==> config.mk <==
export PLATFORM = sky130hd
export DESIGN_NAME = wef_lane
export DESIGN_NICKNAME = d
export VERILOG_FILES = /design/src/rtl/core/wef_pkg.sv /design/src/rtl/core/wef_lane.sv
export SDC_FILE = /design/constraint.sdc
export NUM_CORES = 2
export LEC_CHECK = 0
export ABC_AREA = 0
export BUFFER_PORTS_ARGS = -buffer_cell sky130_fd_sc_hd__buf_2
export CAP_MARGIN = 30
export CORE_ASPECT_RATIO = 0.8
export CORE_UTILIZATION = 55
export CTS_CLUSTER_DIAMETER = 60
export DETAILED_ROUTE_END_ITERATION = 7
export PLACE_DENSITY = 0.72
export SYNTH_ARGS = -nofsm -noshare
export SYNTH_HDL_FRONTEND = slang
export SYNTH_SLANG_ARGS = --single-unit
export TNS_END_PERCENT = 1
==> constraint.sdc <==
create_clock -name clk -period 26.5 [get_ports clk]
set_clock_uncertainty 0.05 [all_clocks]
set_input_delay 5.3 -clock clk [delete_from_list [all_inputs] [get_ports clk]]
set_output_delay 5.3 -clock clk [all_outputs]
set_load 0.1 [all_outputs]
==> src/rtl/core/wef_pkg.sv <==
package wef_pkg;

	// Field and register widths
	localparam int TEMP_W   = 19;
	localparam int OFF_W    = 18;
	localparam int ALPHA_W  = 10;
	localparam int WEIGHT_W = 12;
	localparam int FILT_W   = 20;
	localparam int OUT_W    = 22;
	localparam int SIU_W    = 2;
	localparam int CFG_W    = 18;
	localparam int IDX_W    = 3;
	localparam int IN_BUS_W  = 40;
	localparam int OUT_BUS_W = 24;

	// Datapath widths
	localparam int PROD_W  = 31;
	localparam int RECIP_W = 30;
	localparam int WIDE_W  = PROD_W + RECIP_W;
	localparam int QUOT_W  = 22;

	localparam int SCALE = 1000;

	// floor(x / 1000) == (x * RECIP) >> RECIP_SHIFT, exact for x below 2**31
	localparam logic [RECIP_W-1:0] RECIP = 30'd549755814;
	localparam int RECIP_SHIFT = 39;

	localparam int FILT_MAX = 524287;
	localparam int FILT_MIN = -524288;
	localparam int OUT_MAX  = 2097151;
	localparam int OUT_MIN  = -2097152;

	// Configuration register indexes
	localparam logic [IDX_W-1:0] REG_SENSORS_IN_USE = 3'd0;
	localparam logic [IDX_W-1:0] REG_ALPHA_A        = 3'd1;
	localparam logic [IDX_W-1:0] REG_OFFSET_A       = 3'd2;
	localparam logic [IDX_W-1:0] REG_WEIGHT_A       = 3'd3;
	localparam logic [IDX_W-1:0] REG_ALPHA_B        = 3'd4;
	localparam logic [IDX_W-1:0] REG_OFFSET_B       = 3'd5;
	localparam logic [IDX_W-1:0] REG_WEIGHT_B       = 3'd6;

	typedef logic signed [OUT_W-1:0] term_t;

	typedef enum logic [2:0] {
		STEP_NONE,
		STEP_MUL_A,
		STEP_MUL_B,
		STEP_DIV_M,
		STEP_DIV_F,
		STEP_MUL_W,
		STEP_DIV_T
	} step_t;

	typedef struct packed {
		logic  load;
		logic  use_lane;
		step_t step;
	} lane_ctrl_t;

	typedef enum logic [3:0] {
		ST_IDLE,
		ST_MUL_A,
		ST_MUL_B,
		ST_DIV_M1,
		ST_DIV_F,
		ST_MUL_W,
		ST_DIV_M2,
		ST_DIV_T,
		ST_SUM
	} state_t;

endpackage

==> src/rtl/core/wef_lane.sv <==
module wef_lane (
	input  logic                                  clk,
	input  logic                                  arst_n,
	input  wef_pkg::lane_ctrl_t                   ctrl,
	input  logic signed [wef_pkg::TEMP_W-1:0]     temp,
	input  logic signed [wef_pkg::OFF_W-1:0]      offset,
	input  logic        [wef_pkg::ALPHA_W-1:0]    alpha,
	input  logic signed [wef_pkg::WEIGHT_W-1:0]   weight,
	output wef_pkg::term_t                        term
);

	logic signed [wef_pkg::FILT_W-1:0]   filt_q;
	logic signed [wef_pkg::FILT_W-1:0]   diff_q;
	logic        [wef_pkg::ALPHA_W-1:0]  alpha_q;
	logic signed [wef_pkg::WEIGHT_W-1:0] weight_q;
	logic                                nohist_q;
	logic signed [wef_pkg::PROD_W-1:0]   p_q;
	logic                                neg_q;
	logic        [wef_pkg::WIDE_W-1:0]   r_q;
	wef_pkg::term_t                      term_q;

	logic signed [wef_pkg::FILT_W-1:0]   diff_w;
	logic        [wef_pkg::ALPHA_W-1:0]  alpha_w;
	logic        [wef_pkg::ALPHA_W-1:0]  comp_w;
	logic signed [wef_pkg::PROD_W-1:0]   mul_a_w;
	logic signed [wef_pkg::PROD_W-1:0]   mul_b_w;
	logic signed [wef_pkg::PROD_W-1:0]   mul_w_w;
	logic        [wef_pkg::PROD_W-1:0]   abs_w;
	logic        [wef_pkg::WIDE_W-1:0]   wide_w;
	logic        [wef_pkg::QUOT_W-1:0]   qmag_w;
	logic signed [wef_pkg::QUOT_W-1:0]   quot_w;
	logic signed [wef_pkg::QUOT_W-1:0]   cand_w;
	logic signed [wef_pkg::FILT_W-1:0]   filt_w;

	always_comb begin
		diff_w  = wef_pkg::FILT_W'(temp) - wef_pkg::FILT_W'(offset);
		alpha_w = (alpha > wef_pkg::ALPHA_W'(wef_pkg::SCALE)) ?
			wef_pkg::ALPHA_W'(wef_pkg::SCALE) : alpha;
		comp_w  = wef_pkg::ALPHA_W'(wef_pkg::SCALE) - alpha_q;
		mul_a_w = $signed({1'b0, alpha_q}) * diff_q;
		mul_b_w = $signed({1'b0, comp_w}) * filt_q;
		mul_w_w = weight_q * filt_q;
		abs_w   = p_q[wef_pkg::PROD_W-1] ? wef_pkg::PROD_W'(-p_q) : wef_pkg::PROD_W'(p_q);
		wide_w  = abs_w * wef_pkg::RECIP;
		qmag_w  = r_q[wef_pkg::RECIP_SHIFT +: wef_pkg::QUOT_W];
		quot_w  = neg_q ? -$signed(qmag_w) : $signed(qmag_w);
		// No history: load the offset-corrected reading as is
		cand_w  = nohist_q ? wef_pkg::QUOT_W'(diff_q) : quot_w;
		if (cand_w > wef_pkg::QUOT_W'(wef_pkg::FILT_MAX))
			filt_w = wef_pkg::FILT_W'(wef_pkg::FILT_MAX);
		else if (cand_w < wef_pkg::QUOT_W'(wef_pkg::FILT_MIN))
			filt_w = wef_pkg::FILT_W'(wef_pkg::FILT_MIN);
		else
			filt_w = cand_w[wef_pkg::FILT_W-1:0];
	end

	// Filter history; an unused lane keeps its value
	always_ff @(posedge clk or negedge arst_n) begin
		if (!arst_n) begin
			filt_q <= '0;
		end else if (ctrl.step == wef_pkg::STEP_DIV_F && ctrl.use_lane) begin
			filt_q <= filt_w;
		end
	end

	always_ff @(posedge clk) begin
		if (ctrl.load) begin
			diff_q   <= diff_w;
			alpha_q  <= alpha_w;
			weight_q <= weight;
			nohist_q <= (filt_q == '0);
		end
		unique case (ctrl.step)
			wef_pkg::STEP_MUL_A: p_q <= mul_a_w;
			wef_pkg::STEP_MUL_B: p_q <= p_q + mul_b_w;
			wef_pkg::STEP_DIV_M: begin
				neg_q <= p_q[wef_pkg::PROD_W-1];
				r_q   <= wide_w;
			end
			wef_pkg::STEP_MUL_W: p_q <= mul_w_w;
			wef_pkg::STEP_DIV_T: term_q <= quot_w;
			default: ;
		endcase
	end

	assign term = term_q;

endmodule

==> summary.md <==
| Metric | Value |
|---|---|
| Period utilization | `41.9%` |
| Critical path's slowest cell | `a2111oi_0` |
| Post-synth ARST share | `14.4%` |
| Top layer reached by signal wires | `met5` |
| Post-synth EDFFs | `119` |
| Nets | `6114` |
| Internal reg-to-reg setup slack | `15390 ps` |
| Post-DP HPWL | `94300 um` |
| Largest net degree at the start of global routing | `44` |
| Multi-input gate area | `0.0352 mm2` |
| Clk root buf | `clkbuf_16` |
| Drt total wl | `112000 um` |
| Hold-fix buffers, CTS | `0` |
| Top-area cell type share of the netlist area | `40.4%` |
| Clk Latency, worst-skew pair | `520 ps` |
| Detail Route met2 WL | `51400 um` |
| Worst path most repeated cell | `fa_1` |
| Clk sinks | `139` |
| Crit path launch type | `register` |
| Req. time, crit path | `26700 ps` |
| TritonCTS buffer count | `17` |
| Hold Crit Depth | `1` |
| Crit path max fanout | `12` |
| Final hold vios | `0` |
| Worst hold path type | `reg -> reg` |
| FF+latch area | `0.00407 mm2` |
| Post-DR wirelength/cell | `20.0 um` |
| Starting Density | `55.7%` |
| Register bit total from synthesis | `139` |
| Vias per cell | `5.57` |
| Initial antenna violation count | `4` |
| Overflow after GRT | `0` |
| Top FF cell, synth | `edfxtp_1` |
| Setup violations, final | `0` |
| Max-cap violations | `0` |
| Post-route setup TNS | `0 ps` |
| Crit Path Class | `reg -> reg` |
| CP Buf/Inv Count | `6` |
| Max clock buf depth | `2` |
| RSZ-0062 raised after global routing | `false` |
| Cts repair resizes | `0` |
| Floorplan row count | `92` |
| Filler cells | `6752` |
| Global Route Usage Sum | `29.1%` |
| Initial DRT Pass Iterations | `5` |
| Count leader, synth | `inv_1` |
| Layout cell share with drive strength beyond 1 | `5.15%` |
| Chip height | `255 um` |
| Synth warnings | `0` |
| Netlist cell types | `81` |
| Final ANT Viol Nets | `0` |
| Metal-1 WL | `50000 um` |
| Max Freq | `90.0 MHz` |
| Initial DRC count | `2110` |
| Slew headroom | `27.3%` |
| Top post-synthesis cells by area | `fa_1 40%, ha_1 17%, inv_1 9.3%, edfxtp_1 8.1%, and2_1 3.9%` |
| Area Growth Syn to Fin | `5.78%` |
| Crit path max-delay family | `adder cells` |
| Slew Limit Fails | `0` |
| Setup bufs post-CTS | `0` |
| Met3 wire length | `7680 um` |
| CTS HTree Levels | `4` |
| Cells after synthesis | `4547` |
| Worst reg2reg path depth | `31` |
| Worst Tran Pin Value | `1080 ps` |
| Syn nets | `6091` |
| Die Span X | `318 um` |
| Gpl congestion | `0.967` |
| WP data arrival | `11310 ps` |
| Mapped Area | `0.0440 mm2` |
| Final Critical Period | `11110 ps` |
| Worst-path clk slew | `70 ps` |
| Status | `finished, final reports clean` |
| Register area share after synthesis | `9.27%` |
| Stages on the worst setup path | `31` |
| Synthesized area per cell | `9.67 um2` |
| Die area | `0.0811 mm2` |
| Area leader, netlist | `fa_1` |
| Number of global-route vias before repair | `32.8k` |
| Core area | `0.0790 mm2` |
| Port Buf Inserts | `87` |
| CTS tree | `done` |
| CP Capture Type | `register` |
| Most instantiated cells after synthesis | `1085 x inv_1, 886 x fa_1, 592 x ha_1, 417 x nand2_1, 274 x and2_1` |
| Routed vias | `31.3k` |
| IO Pins | `88` |
| Max incr delay on CP | `770 ps` |
| First-pass GRT wire length | `182000 um` |
| Drt drc | `0` |
[cell usage in the layout, fill, tap and decap left out, drive strengths merged, types with 20 or more instances in the layout]
master	n
a211oi	27
a21o	54
a21oi	102
a22oi	21
and2	274
buf	159
dfrtp	20
edfxtp	119
fa	886
ha	592
inv	1099
nand2	418
nand2b	52
nand3	20
nor2	107
nor2b	38
nor3	24
o21ai	107
xnor2	156
xor2	46
[layer usage]
layer | vias up | GRT usage [%]
li1 | 14100 | -
met1 | 16000 | 41.4
met2 | 1041 | 46.5
met3 | 144 | 4.54
met4 | 4 | 8.02
met5 | - | 0
[stage by stage]
stage          cells  instance area [um2]  hold slack (ps)  setup WS [ps]  util, %
2_1_floorplan   4547                44000              399          17280        -
3_3_place_gp    5574                45600              445          15910     57.7
3_5_place_dp    5585                45900              453          15610     58.1
4_1_cts         5617                46500              468          15610     58.9
5_1_grt         5619                46500              487          14870     58.9
6_report        5619                46500              467          15390     58.9
[worst paths after layout]
check / start / to
setup / recovery: p_q[0] / r_q[53]
hold / removal: filt_q[8] / filt_q[8]
setup reg to reg: p_q[0] / r_q[53]
hold reg to reg: filt_q[8] / filt_q[8]
max in group asynchronous: arst_n / filt_q[4]
min in group asynchronous: arst_n / filt_q[6]
[layout make-up]
cell class                 count  share of cell area, %
tap                         1034                   2.78
clock buffer                  17                  0.915
timing repair buffer         159                   2.57
clock inverter                15                  0.417
multi-input combinational   3163                   75.7
inverter                    1090                   8.80
sequential                   139                   8.76
antenna                        2                 0.0108
[state kept, by name (all words and copies together), names as in the netlist]
register,cells
alpha_q,10
diff_q,20
filt_q,20
neg_q,1
nohist_q,1
p_q,31
r_q,22
term,22
weight_q,12
[cells by family (layout without fill, tap and decap cells)]
| group | Yosys count | in the layout | share of synthesized area, % |
|---|---|---|---|
| other cells | 0 | 2 | 0 |
| xor+xnor | 202 | 202 | 4.03 |
| fa+ha+maj | 1478 | 1478 | 57.2 |
| mux | 19 | 19 | 0.436 |
| compound gates | 444 | 444 | 6.72 |
| simple gates | 1020 | 1020 | 11.7 |
| flops | 139 | 139 | 9.27 |
| buf+inv | 1245 | 1281 | 10.7 |
Power is not shown: default switching activity piles up to over one toggle a cycle in this logic, so the estimate is an artifact.
