[config.mk]
export PLATFORM = sky130hd
export DESIGN_NAME = wef_merge
export DESIGN_NICKNAME = d
export VERILOG_FILES = /design/src/rtl/core/wef_pkg.sv /design/src/rtl/core/wef_merge.sv
export SDC_FILE = /design/constraint.sdc
export NUM_CORES = 1
export LEC_CHECK = 0
export BUFFER_PORTS_ARGS = -buffer_cell sky130_fd_sc_hd__buf_4
export CORE_MARGIN = 8
export CORE_UTILIZATION = 51
export CTS_BUF_LIST = sky130_fd_sc_hd__clkbuf_8
export CTS_CLUSTER_DIAMETER = 150
export CTS_CLUSTER_SIZE = 8
export DETAILED_ROUTE_END_ITERATION = 6
export GPL_ROUTABILITY_DRIVEN = 1
export PLACE_DENSITY = 0.78
export RECOVER_POWER = 50
export REMOVE_ABC_BUFFERS = 1
export SLEW_MARGIN = 10
export SYNTH_ARGS = -nofsm -noshare
export SYNTH_HDL_FRONTEND = slang
export SYNTH_SLANG_ARGS = --single-unit
[constraint.sdc]
create_clock -name clk -period 0.8 [get_ports clk]
set_input_delay 0.04 -clock clk [delete_from_list [all_inputs] [get_ports clk]]
set_output_delay 0.04 -clock clk [all_outputs]
set_load 0.02 [all_outputs]
[src/rtl/core/wef_pkg.sv]
package wef_pkg;

	// Field and register widths
	localparam int TEMP_W   = 19;
	localparam int OFF_W    = 18;
	localparam int ALPHA_W  = 10;
	localparam int WEIGHT_W = 12;
	localparam int FILT_W   = 20;
	localparam int OUT_W    = 22;
	localparam int SIU_W    = 2;
	localparam int CFG_W    = 18;
	localparam int IDX_W    = 3;
	localparam int IN_BUS_W  = 40;
	localparam int OUT_BUS_W = 24;

	// Datapath widths
	localparam int PROD_W  = 31;
	localparam int RECIP_W = 30;
	localparam int WIDE_W  = PROD_W + RECIP_W;
	localparam int QUOT_W  = 22;

	localparam int SCALE = 1000;

	// floor(x / 1000) == (x * RECIP) >> RECIP_SHIFT, exact for x below 2**31
	localparam logic [RECIP_W-1:0] RECIP = 30'd549755814;
	localparam int RECIP_SHIFT = 39;

	localparam int FILT_MAX = 524287;
	localparam int FILT_MIN = -524288;
	localparam int OUT_MAX  = 2097151;
	localparam int OUT_MIN  = -2097152;

	// Configuration register indexes
	localparam logic [IDX_W-1:0] REG_SENSORS_IN_USE = 3'd0;
	localparam logic [IDX_W-1:0] REG_ALPHA_A        = 3'd1;
	localparam logic [IDX_W-1:0] REG_OFFSET_A       = 3'd2;
	localparam logic [IDX_W-1:0] REG_WEIGHT_A       = 3'd3;
	localparam logic [IDX_W-1:0] REG_ALPHA_B        = 3'd4;
	localparam logic [IDX_W-1:0] REG_OFFSET_B       = 3'd5;
	localparam logic [IDX_W-1:0] REG_WEIGHT_B       = 3'd6;

	typedef logic signed [OUT_W-1:0] term_t;

	typedef enum logic [2:0] {
		STEP_NONE,
		STEP_MUL_A,
		STEP_MUL_B,
		STEP_DIV_M,
		STEP_DIV_F,
		STEP_MUL_W,
		STEP_DIV_T
	} step_t;

	typedef struct packed {
		logic  load;
		logic  use_lane;
		step_t step;
	} lane_ctrl_t;

	typedef enum logic [3:0] {
		ST_IDLE,
		ST_MUL_A,
		ST_MUL_B,
		ST_DIV_M1,
		ST_DIV_F,
		ST_MUL_W,
		ST_DIV_M2,
		ST_DIV_T,
		ST_SUM
	} state_t;

endpackage

[src/rtl/core/wef_merge.sv]
module wef_merge #(
	parameter int SENSORS = 2
) (
	input  logic                             clk,
	input  logic                             arst_n,
	input  logic                             go,
	input  wef_pkg::term_t                   terms [SENSORS],
	input  logic [SENSORS-1:0]               use_mask,
	output logic                             free,
	output logic                             m_tvalid,
	input  logic                             m_tready,
	output logic [wef_pkg::OUT_BUS_W-1:0]    m_tdata
);

	localparam int SUM_W = wef_pkg::OUT_W + $clog2(SENSORS) + 1;

	logic signed [SUM_W-1:0]         sum_w;
	logic signed [wef_pkg::OUT_W-1:0] sat_w;
	logic                            valid_q;
	logic signed [wef_pkg::OUT_W-1:0] out_q;

	always_comb begin
		sum_w = '0;
		for (int i = 0; i < SENSORS; i++) begin
			if (use_mask[i])
				sum_w = sum_w + SUM_W'(terms[i]);
		end
		if (sum_w > SUM_W'(wef_pkg::OUT_MAX))
			sat_w = wef_pkg::OUT_W'(wef_pkg::OUT_MAX);
		else if (sum_w < SUM_W'(wef_pkg::OUT_MIN))
			sat_w = wef_pkg::OUT_W'(wef_pkg::OUT_MIN);
		else
			sat_w = sum_w[wef_pkg::OUT_W-1:0];
	end

	assign free = !valid_q || m_tready;

	always_ff @(posedge clk or negedge arst_n) begin
		if (!arst_n) begin
			valid_q <= 1'b0;
		end else if (go) begin
			valid_q <= 1'b1;
		end else if (m_tready) begin
			valid_q <= 1'b0;
		end
	end

	always_ff @(posedge clk) begin
		if (go)
			out_q <= sat_w;
	end

	assign m_tvalid = valid_q;
	assign m_tdata  = {{(wef_pkg::OUT_BUS_W - wef_pkg::OUT_W){1'b0}}, out_q};

endmodule

==> results of run 1 <==
## through the flow
stage	instances	area, sq um	setup slack [ns]	setup TNS, ns	hold slack (ns)
6_report	630	4810	-2.16	-47.05	0.0956
5_1_grt	630	4810	-2.25	-49.57	0.107
4_1_cts	624	4760	-1.98	-44.48	0.0758
3_5_place_dp	605	4400	-2.41	-51.74	-0.181
3_3_place_gp	605	4400	-2.31	-49.54	-0.184
2_1_floorplan	351	2920	-2.58	-53.32	-0.256
## worst reg2reg max path, delay by kind of cell (launching register included)
kind	cells	cell delay (ns)
flops	1	0.41
simple gates	2	0.18
buf+inv	1	0.12
## synth_stat cells, types with 4 or more instances
| cell | number | area share, % |
|---|---|---|
| a21o_1 | 4 | 0.96 |
| a21oi_1 | 19 | 3.1 |
| a31oi_1 | 13 | 2.6 |
| a32oi_1 | 6 | 1.7 |
| and2_1 | 6 | 1.2 |
| and3_1 | 6 | 1.2 |
| buf_2 | 9 | 1.4 |
| buf_6 | 4 | 1.4 |
| clkbuf_1 | 15 | 1.8 |
| edfxtp_1 | 22 | 21 |
| ha_1 | 8 | 3.2 |
| inv_1 | 10 | 1.2 |
| mux2i_1 | 7 | 2.2 |
| nand2_1 | 44 | 5.3 |
| nand2b_1 | 15 | 3.0 |
| nand3_1 | 6 | 0.96 |
| nor2_1 | 17 | 2.0 |
| nor3_1 | 7 | 1.1 |
| o21ai_0 | 20 | 3.2 |
| o21ai_1 | 7 | 1.1 |
| o21ai_2 | 23 | 6.5 |
| o22ai_1 | 6 | 1.2 |
| xnor2_1 | 29 | 8.2 |
| xor2_1 | 12 | 3.4 |
## flip-flops by register name, summed over array words and instances, names as in the netlist
| register | cells |
|---|---|
| out_q | 22 |
| m_tvalid | 1 |
## path summary, 6_finish.rpt
check                                      from                endpoint  slack [ns]  depth (start not counted)
setup / recovery                    use_mask[0]  out_q[6]$_SDFFCE_PN1P_       -2.16                         16
hold / removal                           arst_n    m_tvalid$_DFFE_PN0P_         0.1                          2
setup reg to reg           m_tvalid$_DFFE_PN0P_    m_tvalid$_DFFE_PN0P_       -0.03                          3
hold reg to reg            m_tvalid$_DFFE_PN0P_    m_tvalid$_DFFE_PN0P_        0.74                          3
max in group asynchronous                arst_n    m_tvalid$_DFFE_PN0P_        0.62                          2
min in group clk                       m_tready    m_tvalid$_DFFE_PN0P_        0.20                          4
## layout make-up
class | count | area, sq um | area share, %
Sequential cell | 23 | 686 | 14.2
Clock buffer | 3 | 41.3 | 0.858
Multi-Input combinational cell | 317 | 2270 | 47.1
Timing Repair Buffer | 200 | 1670 | 34.8
Inverter | 11 | 41.3 | 0.858
Clock inverter | 1 | 7.51 | 0.156
Tap cell | 75 | 93.8 | 1.95
## power by group through the flow
stage | clock [mW] | sequential, mW | combinational (mW)
2_1_floorplan | 0 | 1.93 | 1.31
3_3_place_gp | 0 | 1.69 | 2.97
3_5_place_dp | 0 | 1.70 | 3.08
4_1_cts | 0.754 | 1.71 | 3.48
5_1_grt | 0.822 | 1.72 | 3.82
6_report | 0.767 | 1.71 | 3.59
## cell families after synthesis
group                    Yosys count  synth area share, %
multiplexers                       7                 2.25
XOR/XNOR                          41                 11.5
AO/OA/AOI/OAI                    134                 31.4
buffers and inverters             47                 7.59
AND/OR/NAND/NOR                  120                 20.0
other                              1                0.120
adder cells (fa/ha/maj)           13                 5.18
flip-flops                        23                 22.0
## repair_timing
action                                  in CTS  in global routing
endpoints found under the setup margin      46                 47
buffers inserted                            12                  8
endpoints found under the hold margin        1                  0
gates resized for setup                     38                 17
hold buffers                                 1                  0
cloned                                       2                  1
pin swaps                                    4                 13
## routing by layer
metal  track usage (%)  part of all wire [%]  up-vias
li1                  -                     -     1757
met1              26.1                    39     1713
met2              41.1                    50      198
met3              2.96                   6.7       50
met4              11.1                   4.2        0
met5                 0                     0        -
==> reports/qor.csv, run 1 <==
metric,value,unit
status,finished with violations,
failed_checks,negative setup slack,
gr-usage-all-layers,23.0,%
std_cell_rows,28,
setup_violations,47,
drt_first_pass_iters,5,
endpoint_kind,register,
p_clk_share,12.6,%
fmax,338,MHz
hold_path_class,in2async,
p_total,6.07,mW
numCtsBuffers,3,
worst_slack,-2.16,ns
drtAntennaViolNets,0,
layout-drive-gt1-share,45.0,%
cp_top_family,compound AO/OA/AOI/OAI gates,
worstMarginPinSlew,0.573,ns
diodes,0,
swShare,37.8,%
dieArea,0.00887,sq mm
switchingPower,2.29,mW
syn_area,0.00312,sq mm
clock-root-buffer,clkbuf_8,
grt_overflow_total,0,
synth_seq_area_share,22.0,%
core_area,0.00592,sq mm
vias_per_cell,5.90,
syn-instance-count,386,
worst_slew_margin_rel,61.8,%
timing.critical_path.buf_inv,3,
grt_max_degree,32,
grt_pass1_vias,3595,
synth_edf_count,22,
startpoint_type,primary input,
wl_per_cell,17.5,um
worstPathRequired,0.93,ns
fp.dieW,94.2,um
gp_congestion,0.964,
final_cell_mix,"buf_4, nand2_1, buf_6, xnor2_1, o21ai_2",
via_count,3718,
drt_iter0_drc,262,
min_period,2.96,ns
ir_drop,1240,uV
synth_flop_cell,edfxtp_1,
async_reset_ff_share,4.35,%
io_buffers,73,
ys_ff_latch,23,
ys_types,71,
seqPwrFrac,28.2,%
io_pins,76,
final_hold_viol_count,0,
grt_pass1_wl,16700,um
critPathMaxFanout,5,
p_int,3.78,mW
yosysWarnings,0,
hpwl,7610,um
skew,0,ns
drc,0,
h-tree-depth,1,
max-cap-violations,0,
crit_path_max_incr_delay,0.38,ns
num-fill-cells,395,
nNetsFinal,615,
clk_pin_slew,0.09,ns
rsz0062_at_grt,true,
synth_area_per_cell,8.07,sq um
final_common_cell,buf_4,
cts_buffer_depth,2,
crit_top_cell,o21ai_2,
clkSinkCount,23,
routed_wl,11000,um
path_cells,buf_8 -> and2_4 -> ha_4 -> fa_2 -> a21oi_2 -> o22ai_2 -> a2111oi_4 -> nor4b_2 -> o21ai_2 -> o21ai_2 -> o311a_1 -> o211ai_1 -> o21ai_2 -> buf_6 -> buf_16 -> o21ai_2,
cp_slowest_cell,fa_2,
antenna_found_initial,0,
cp.arrival,3.09,ns
cts_tree,done,
clk_latency,0.27,ns
power_density,1260,mW/mm^2
area_delta_synth_final,54.5,%
p_leak,2.21,nW
pwr-share-comb,59.1,%
final_max_slew_viol_count,0,
start_util,52.6,%
worstSetupPathType,in2reg,
die_h,94.2,um
final_util,81.3,%
timing.final.crit_share,370,%
Power figures use the tool's default switching activity.
==> inputs of run 2 (changes only) <==
--- a/config.mk
+++ b/config.mk
@@ -14,7 +14,6 @@
 export DETAILED_ROUTE_END_ITERATION = 6
 export GPL_ROUTABILITY_DRIVEN = 1
 export PLACE_DENSITY = 0.78
-export RECOVER_POWER = 50
 export REMOVE_ABC_BUFFERS = 1
 export SLEW_MARGIN = 10
 export SYNTH_ARGS = -nofsm -noshare
==> reports/qor.csv, run 2 (synthesis gave the netlist of run 1 again) <==
metric,value,unit,change
fp.dieW,94.2,um,unchanged
wl_per_cell,17.5,um,about the same
timing.critical_path.buf_inv,3,,unchanged
clk_latency,0.27,ns,about the same
pwr-share-comb,59.1,%,about the same
path_cells,buf_8 -> and2_4 -> ha_4 -> fa_2 -> a21oi_2 -> o22ai_2 -> a2111oi_4 -> nor4b_2 -> o21ai_2 -> o21ai_2 -> o311a_1 -> o211ai_1 -> o21ai_2 -> buf_6 -> buf_16 -> o21ai_2,,
grt_overflow_total,0,,unchanged
crit_path_max_incr_delay,0.38,ns,about the same
setup_violations,47,,unchanged
seqPwrFrac,28.2,%,about the same
grt_pass1_wl,16700,um,unchanged
drt_iter0_drc,262,,unchanged
area_delta_synth_final,54.5,%,about the same
routed_wl,11000,um,about the same
core_area,0.00592,sq mm,unchanged
diodes,0,,unchanged
gr-usage-all-layers,23.0,%,unchanged
worst_slack,-2.17,ns,-0.00990 ns
clock-root-buffer,clkbuf_8,,
die_h,94.2,um,unchanged
switchingPower,2.29,mW,-0.17%
nNetsFinal,615,,unchanged
grt_pass1_vias,3595,,unchanged
dieArea,0.00887,sq mm,unchanged
cp_top_family,compound AO/OA/AOI/OAI gates,,
std_cell_rows,28,,unchanged
via_count,3720,,+0.054%
grt_max_degree,32,,unchanged
rsz0062_at_grt,true,,
final_cell_mix,"buf_4, nand2_1, buf_6, xnor2_1, o21ai_2",,
hold_path_class,in2async,,
power_density,1260,mW/mm^2,-0.10%
gp_congestion,0.964,,unchanged
cts_buffer_depth,2,,unchanged
worstPathRequired,0.93,ns,about the same
drt_first_pass_iters,5,,unchanged
crit_top_cell,o21ai_2,,
antenna_found_initial,0,,unchanged
drtAntennaViolNets,0,,unchanged
final_common_cell,buf_4,,
cp_slowest_cell,fa_2,,
final_hold_viol_count,0,,unchanged
p_total,6.07,mW,about the same
drc,0,,unchanged
swShare,37.7,%,-0.047 points
top_register,out_q,,
clkSinkCount,23,,unchanged
endpoint_kind,register,,
timing.final.crit_share,371,%,+1.2 points
largest_register_ff_count,22,,unchanged
dp_slack,-2.41,ns,unchanged
cp.arrival,3.10,ns,about the same
p_leak,2.21,nW,about the same
min_period,2.97,ns,+0.00990 ns
max-cap-violations,0,,unchanged
clk_pin_slew,0.09,ns,about the same
status,finished with violations,,
fmax,337,MHz,-0.33%
final_max_slew_viol_count,0,,unchanged
h-tree-depth,1,,unchanged
numCtsBuffers,3,,unchanged
vias_per_cell,5.90,,about the same
num-fill-cells,394,,-0.25%
startpoint_type,primary input,,
failed_checks,negative setup slack,,
skew,0,ns,unchanged
layout-drive-gt1-share,45.0,%,unchanged
start_util,52.6,%,unchanged
p_clk_share,12.6,%,about the same
io_buffers,73,,unchanged
cts_tree,done,,
io_pins,76,,unchanged
critPathMaxFanout,5,,unchanged
hpwl,7610,um,unchanged
ir_drop,1230,uV,-0.11%
p_int,3.78,mW,about the same
worstSetupPathType,in2reg,,
[run 2: layout make-up]
cell class                 instances  area, sq um  share of cell area, %
clock buffer                       3         41.3                  0.858
clock inverter                     1         7.51                  0.156
inverter                          11         41.3                  0.858
multi-input combinational        317         2270                   47.1
sequential                        23          686                   14.2
tap                               75         93.8                   1.95
timing repair buffer             200         1680                   34.8
[run 2: layer usage]
layer	vias up	wire [um]	track usage (%)
li1	1758	-	-
met1	1710	4260	26.1
met2	199	5510	41.1
met3	53	748	2.96
met4	0	476	11.1
met5	-	0	0
[run 2: power groups by stage]
| stage | Sequential (mW) | Clock (mW) | Combinational (mW) |
|---|---|---|---|
| after floorplan | 1.93 | 0 | 1.31 |
| after global placement | 1.69 | 0 | 2.97 |
| after detailed placement | 1.70 | 0 | 3.08 |
| after CTS | 1.71 | 0.754 | 3.48 |
| after global routing | 1.72 | 0.822 | 3.82 |
| final | 1.71 | 0.766 | 3.59 |
[run 2: what timing repair did]
item / 4_1_cts / 5_1_grt
gates resized for setup: 38 / 17
endpoints found under the setup margin: 46 / 47
setup buffers: 12 / 8
hold buffers: 1 / 0
gates cloned: 2 / 1
hold endpoints to repair: 1 / 0
pin swaps: 4 / 13
[run 2: metrics by stage]
stage          instance area [sq um]  instances  utilization, %  setup TNS [ns]  hold WS, ns
6_report                        4810        630            81.3          -47.20       0.0729
5_1_grt                         4810        630            81.3          -49.57       0.0890
4_1_cts                         4760        624            80.4          -44.48       0.0758
3_5_place_dp                    4400        605            74.3          -51.74       -0.181
3_3_place_gp                    4400        605            74.3          -49.54       -0.184
2_1_floorplan                   2920        351               -          -53.32       -0.256
[run 2: worst reg2reg max path, cell delays in order (launching register included)]
cell and delay (ns):
dfrtp_1 0.41, nand2b_1 0.13, buf_4 0.12, nand2b_1 0.05
[run 2: path summary, 6_finish.rpt]
kind / start / end / slack [ns] / depth (start not counted)
max in group asynchronous: arst_n / m_tvalid$_DFFE_PN0P_ / 0.65 / 2
min in group clk: go / out_q[11]$_SDFFCE_PN1P_ / 0.17 / 1
max: use_mask[0] / out_q[6]$_SDFFCE_PN1P_ / -2.17 / 16
min: arst_n / m_tvalid$_DFFE_PN0P_ / 0.07 / 2
min reg2reg: m_tvalid$_DFFE_PN0P_ / m_tvalid$_DFFE_PN0P_ / 0.74 / 3
max reg2reg: m_tvalid$_DFFE_PN0P_ / m_tvalid$_DFFE_PN0P_ / -0.02 / 3
==> inputs of run 3 (changes only) <==
--- a/config.mk
+++ b/config.mk
@@ -6,14 +6,14 @@
 export NUM_CORES = 1
 export LEC_CHECK = 0
 export BUFFER_PORTS_ARGS = -buffer_cell sky130_fd_sc_hd__buf_4
-export CORE_MARGIN = 8
+export CORE_MARGIN = 4
 export CORE_UTILIZATION = 51
 export CTS_BUF_LIST = sky130_fd_sc_hd__clkbuf_8
 export CTS_CLUSTER_DIAMETER = 150
 export CTS_CLUSTER_SIZE = 8
 export DETAILED_ROUTE_END_ITERATION = 6
 export GPL_ROUTABILITY_DRIVEN = 1
-export PLACE_DENSITY = 0.78
+export PLACE_DENSITY = 0.81
 export REMOVE_ABC_BUFFERS = 1
 export SLEW_MARGIN = 10
 export SYNTH_ARGS = -nofsm -noshare
==> constraint.sdc (replaced) <==
create_clock -name clk -period 2.55 [get_ports clk]
set_input_delay 0.1275 -clock clk [delete_from_list [all_inputs] [get_ports clk]]
set_output_delay 0.1275 -clock clk [all_outputs]
set_load 0.02 [all_outputs]
==> reports/qor.csv, run 3 (synthesis gave the netlist of run 1 again) <==
metric,value,unit,change
final_area,0.00436,sq mm,-9.5%
max-cap-violations,0,,unchanged
antenna_found_initial,0,,unchanged
ir_drop,378,uV,-69%
status,finished with violations,,
clkSinkCount,23,,unchanged
power_density,404,mW/mm^2,-68%
p_int,1.09,mW,-71%
wl_per_cell,16.3,um,-6.8%
critPathMaxFanout,5,,unchanged
clock-root-buffer,clkbuf_8,,
std_cell_rows,28,,unchanged
skew,0,ns,unchanged
grt_overflow_total,0,,unchanged
final_cell_mix,"buf_4, nand2_1, xnor2_1, o21ai_2, edfxtp_1",,
whs,0.151,ns,+0.0778 ns
hold_path_class,in2reg,,
nNetsFinal,561,,-8.8%
min_period,2.90,ns,
p_clk_share,12.4,%,-0.2 points
p_total,1.76,mW,-71%
final_common_cell,buf_4,,
fmax,345,MHz,
p_leak,1.92,nW,-13%
setup_tns,-6.74,ns,+40.47 ns
failed_checks,negative setup slack,,
setup_violations,21,,-55%
drc,0,,unchanged
final_util,73.6,%,-7.7 points
numCtsBuffers,3,,unchanged
switchingPower,664,uW,-71%
die_h,86.2,um,-8.5%
swShare,37.8,%,+0.048 points
startpoint_type,primary input,,
drt_iter0_drc,177,,-32%
layout-drive-gt1-share,39.9,%,-5.1 points
io_pins,76,,unchanged
pwr-share-comb,57.7,%,-1.4 points
final_max_slew_viol_count,0,,unchanged
cts_buffer_depth,2,,unchanged
seqPwrFrac,29.9,%,+1.7 points
cp.arrival,2.92,ns,-0.18 ns
worst_slack,-0.350,ns,+1.82 ns
io_buffers,73,,unchanged
drtAntennaViolNets,0,,unchanged
endpoint_kind,register,,
grt_max_degree,34,,+6.3%
clk_latency,0.26,ns,about the same
place_area,0.00406,sq mm,-7.6%
hpwl,6900,um,-9.4%
area_delta_synth_final,39.8,%,
via_count,3394,,-8.8%
worstPathRequired,2.57,ns,+1.64 ns
dieArea,0.00742,sq mm,-16%
final_hold_viol_count,0,,unchanged
diodes,0,,unchanged
gr-usage-all-layers,24.7,%,+1.8 points
core_area,0.00592,sq mm,unchanged
largest_register_ff_count,22,,unchanged
h-tree-depth,1,,unchanged
fp.dieW,86.2,um,-8.5%
rsz0062_at_grt,true,,
cts_tree,done,,
grt_pass1_vias,3300,,-8.2%
clk_pin_slew,0.08,ns,about the same
vias_per_cell,5.89,,-0.21%
start_util,52.6,%,unchanged
top_register,out_q,,
timing.final.crit_share,114,%,
routed_wl,9370,um,-15%
gp_congestion,0.890,,-7.7%
grt_pass1_wl,15000,um,-10%
drt_first_pass_iters,4,,-1
worstSetupPathType,in2reg,,
-- run 3: timing repair --
action                     CTS  global route
hold buffers                 1             0
setup buffers                6             1
pin swaps                    7            22
gates cloned                 2             1
hold endpoints to repair     1             0
resized for setup           25            10
setup endpoints to repair   21            21
-- run 3: power groups by stage --
stage	sequential (mW)	clock, mW	combinational, mW
detailed placement	0.534	0	0.914
finish	0.526	0.218	1.01
floorplan	0.604	0	0.412
CTS	0.525	0.220	0.981
global route	0.529	0.236	1.09
global placement	0.531	0	0.886
-- run 3: per-layer routing --
metal  vias to the layer above  wire length (um)  share of wire [%]  global-route usage, %
li1                       1646                 -                  -                      -
met1                      1587              3850                 41                   29.7
met2                       139              4700                 50                   45.5
met3                        22               595                6.4                   2.59
met4                         0               218                2.3                   8.35
met5                         -                 0                  0                      0
-- run 3: cell type report --
class	instances	area [sq um]
flip-flops and latches	23	686
well taps	75	93.8
inverters	11	41.3
repair buffers	146	1170
clock inverters	1	3.75
fillers	436	1560
multi-input cells	317	2320
clock buffers	3	41.3
-- run 3: final timing paths --
| path | cells after the start | from | slack [ns] | to |
|---|---|---|---|---|
| max | 15 | use_mask[0] | -0.35 | out_q[11]$_SDFFCE_PN1P_ |
| min | 3 | m_tready | 0.15 | m_tvalid$_DFFE_PN0P_ |
| max reg2reg | 2 | m_tvalid$_DFFE_PN0P_ | 1.90 | m_tvalid$_DFFE_PN0P_ |
| min reg2reg | 2 | m_tvalid$_DFFE_PN0P_ | 0.54 | m_tvalid$_DFFE_PN0P_ |
| max in group asynchronous | 2 | arst_n | 2.29 | m_tvalid$_DFFE_PN0P_ |
| min in group asynchronous | 2 | arst_n | 0.18 | m_tvalid$_DFFE_PN0P_ |
-- run 3: stage by stage --
stage          cells  setup WS [ns]
2_1_floorplan    351         -0.913
5_1_grt          576         -0.466
4_1_cts          575         -0.335
3_5_place_dp     562         -0.797
6_report         576         -0.350
3_3_place_gp     562         -0.618
-- run 3: worst max-delay path, stage by stage --
cell       delay, ns
buf_8           0.11
and2_4          0.17
ha_4            0.21
a21o_1          0.17
maj3_2          0.33
o221a_1         0.28
o2111a_2        0.31
a22oi_4         0.24
nor3b_2         0.10
o21ai_2         0.25
o21ai_2         0.10
o21ai_2         0.18
buf_6           0.15
clkbuf_16       0.14
o21ai_2         0.06
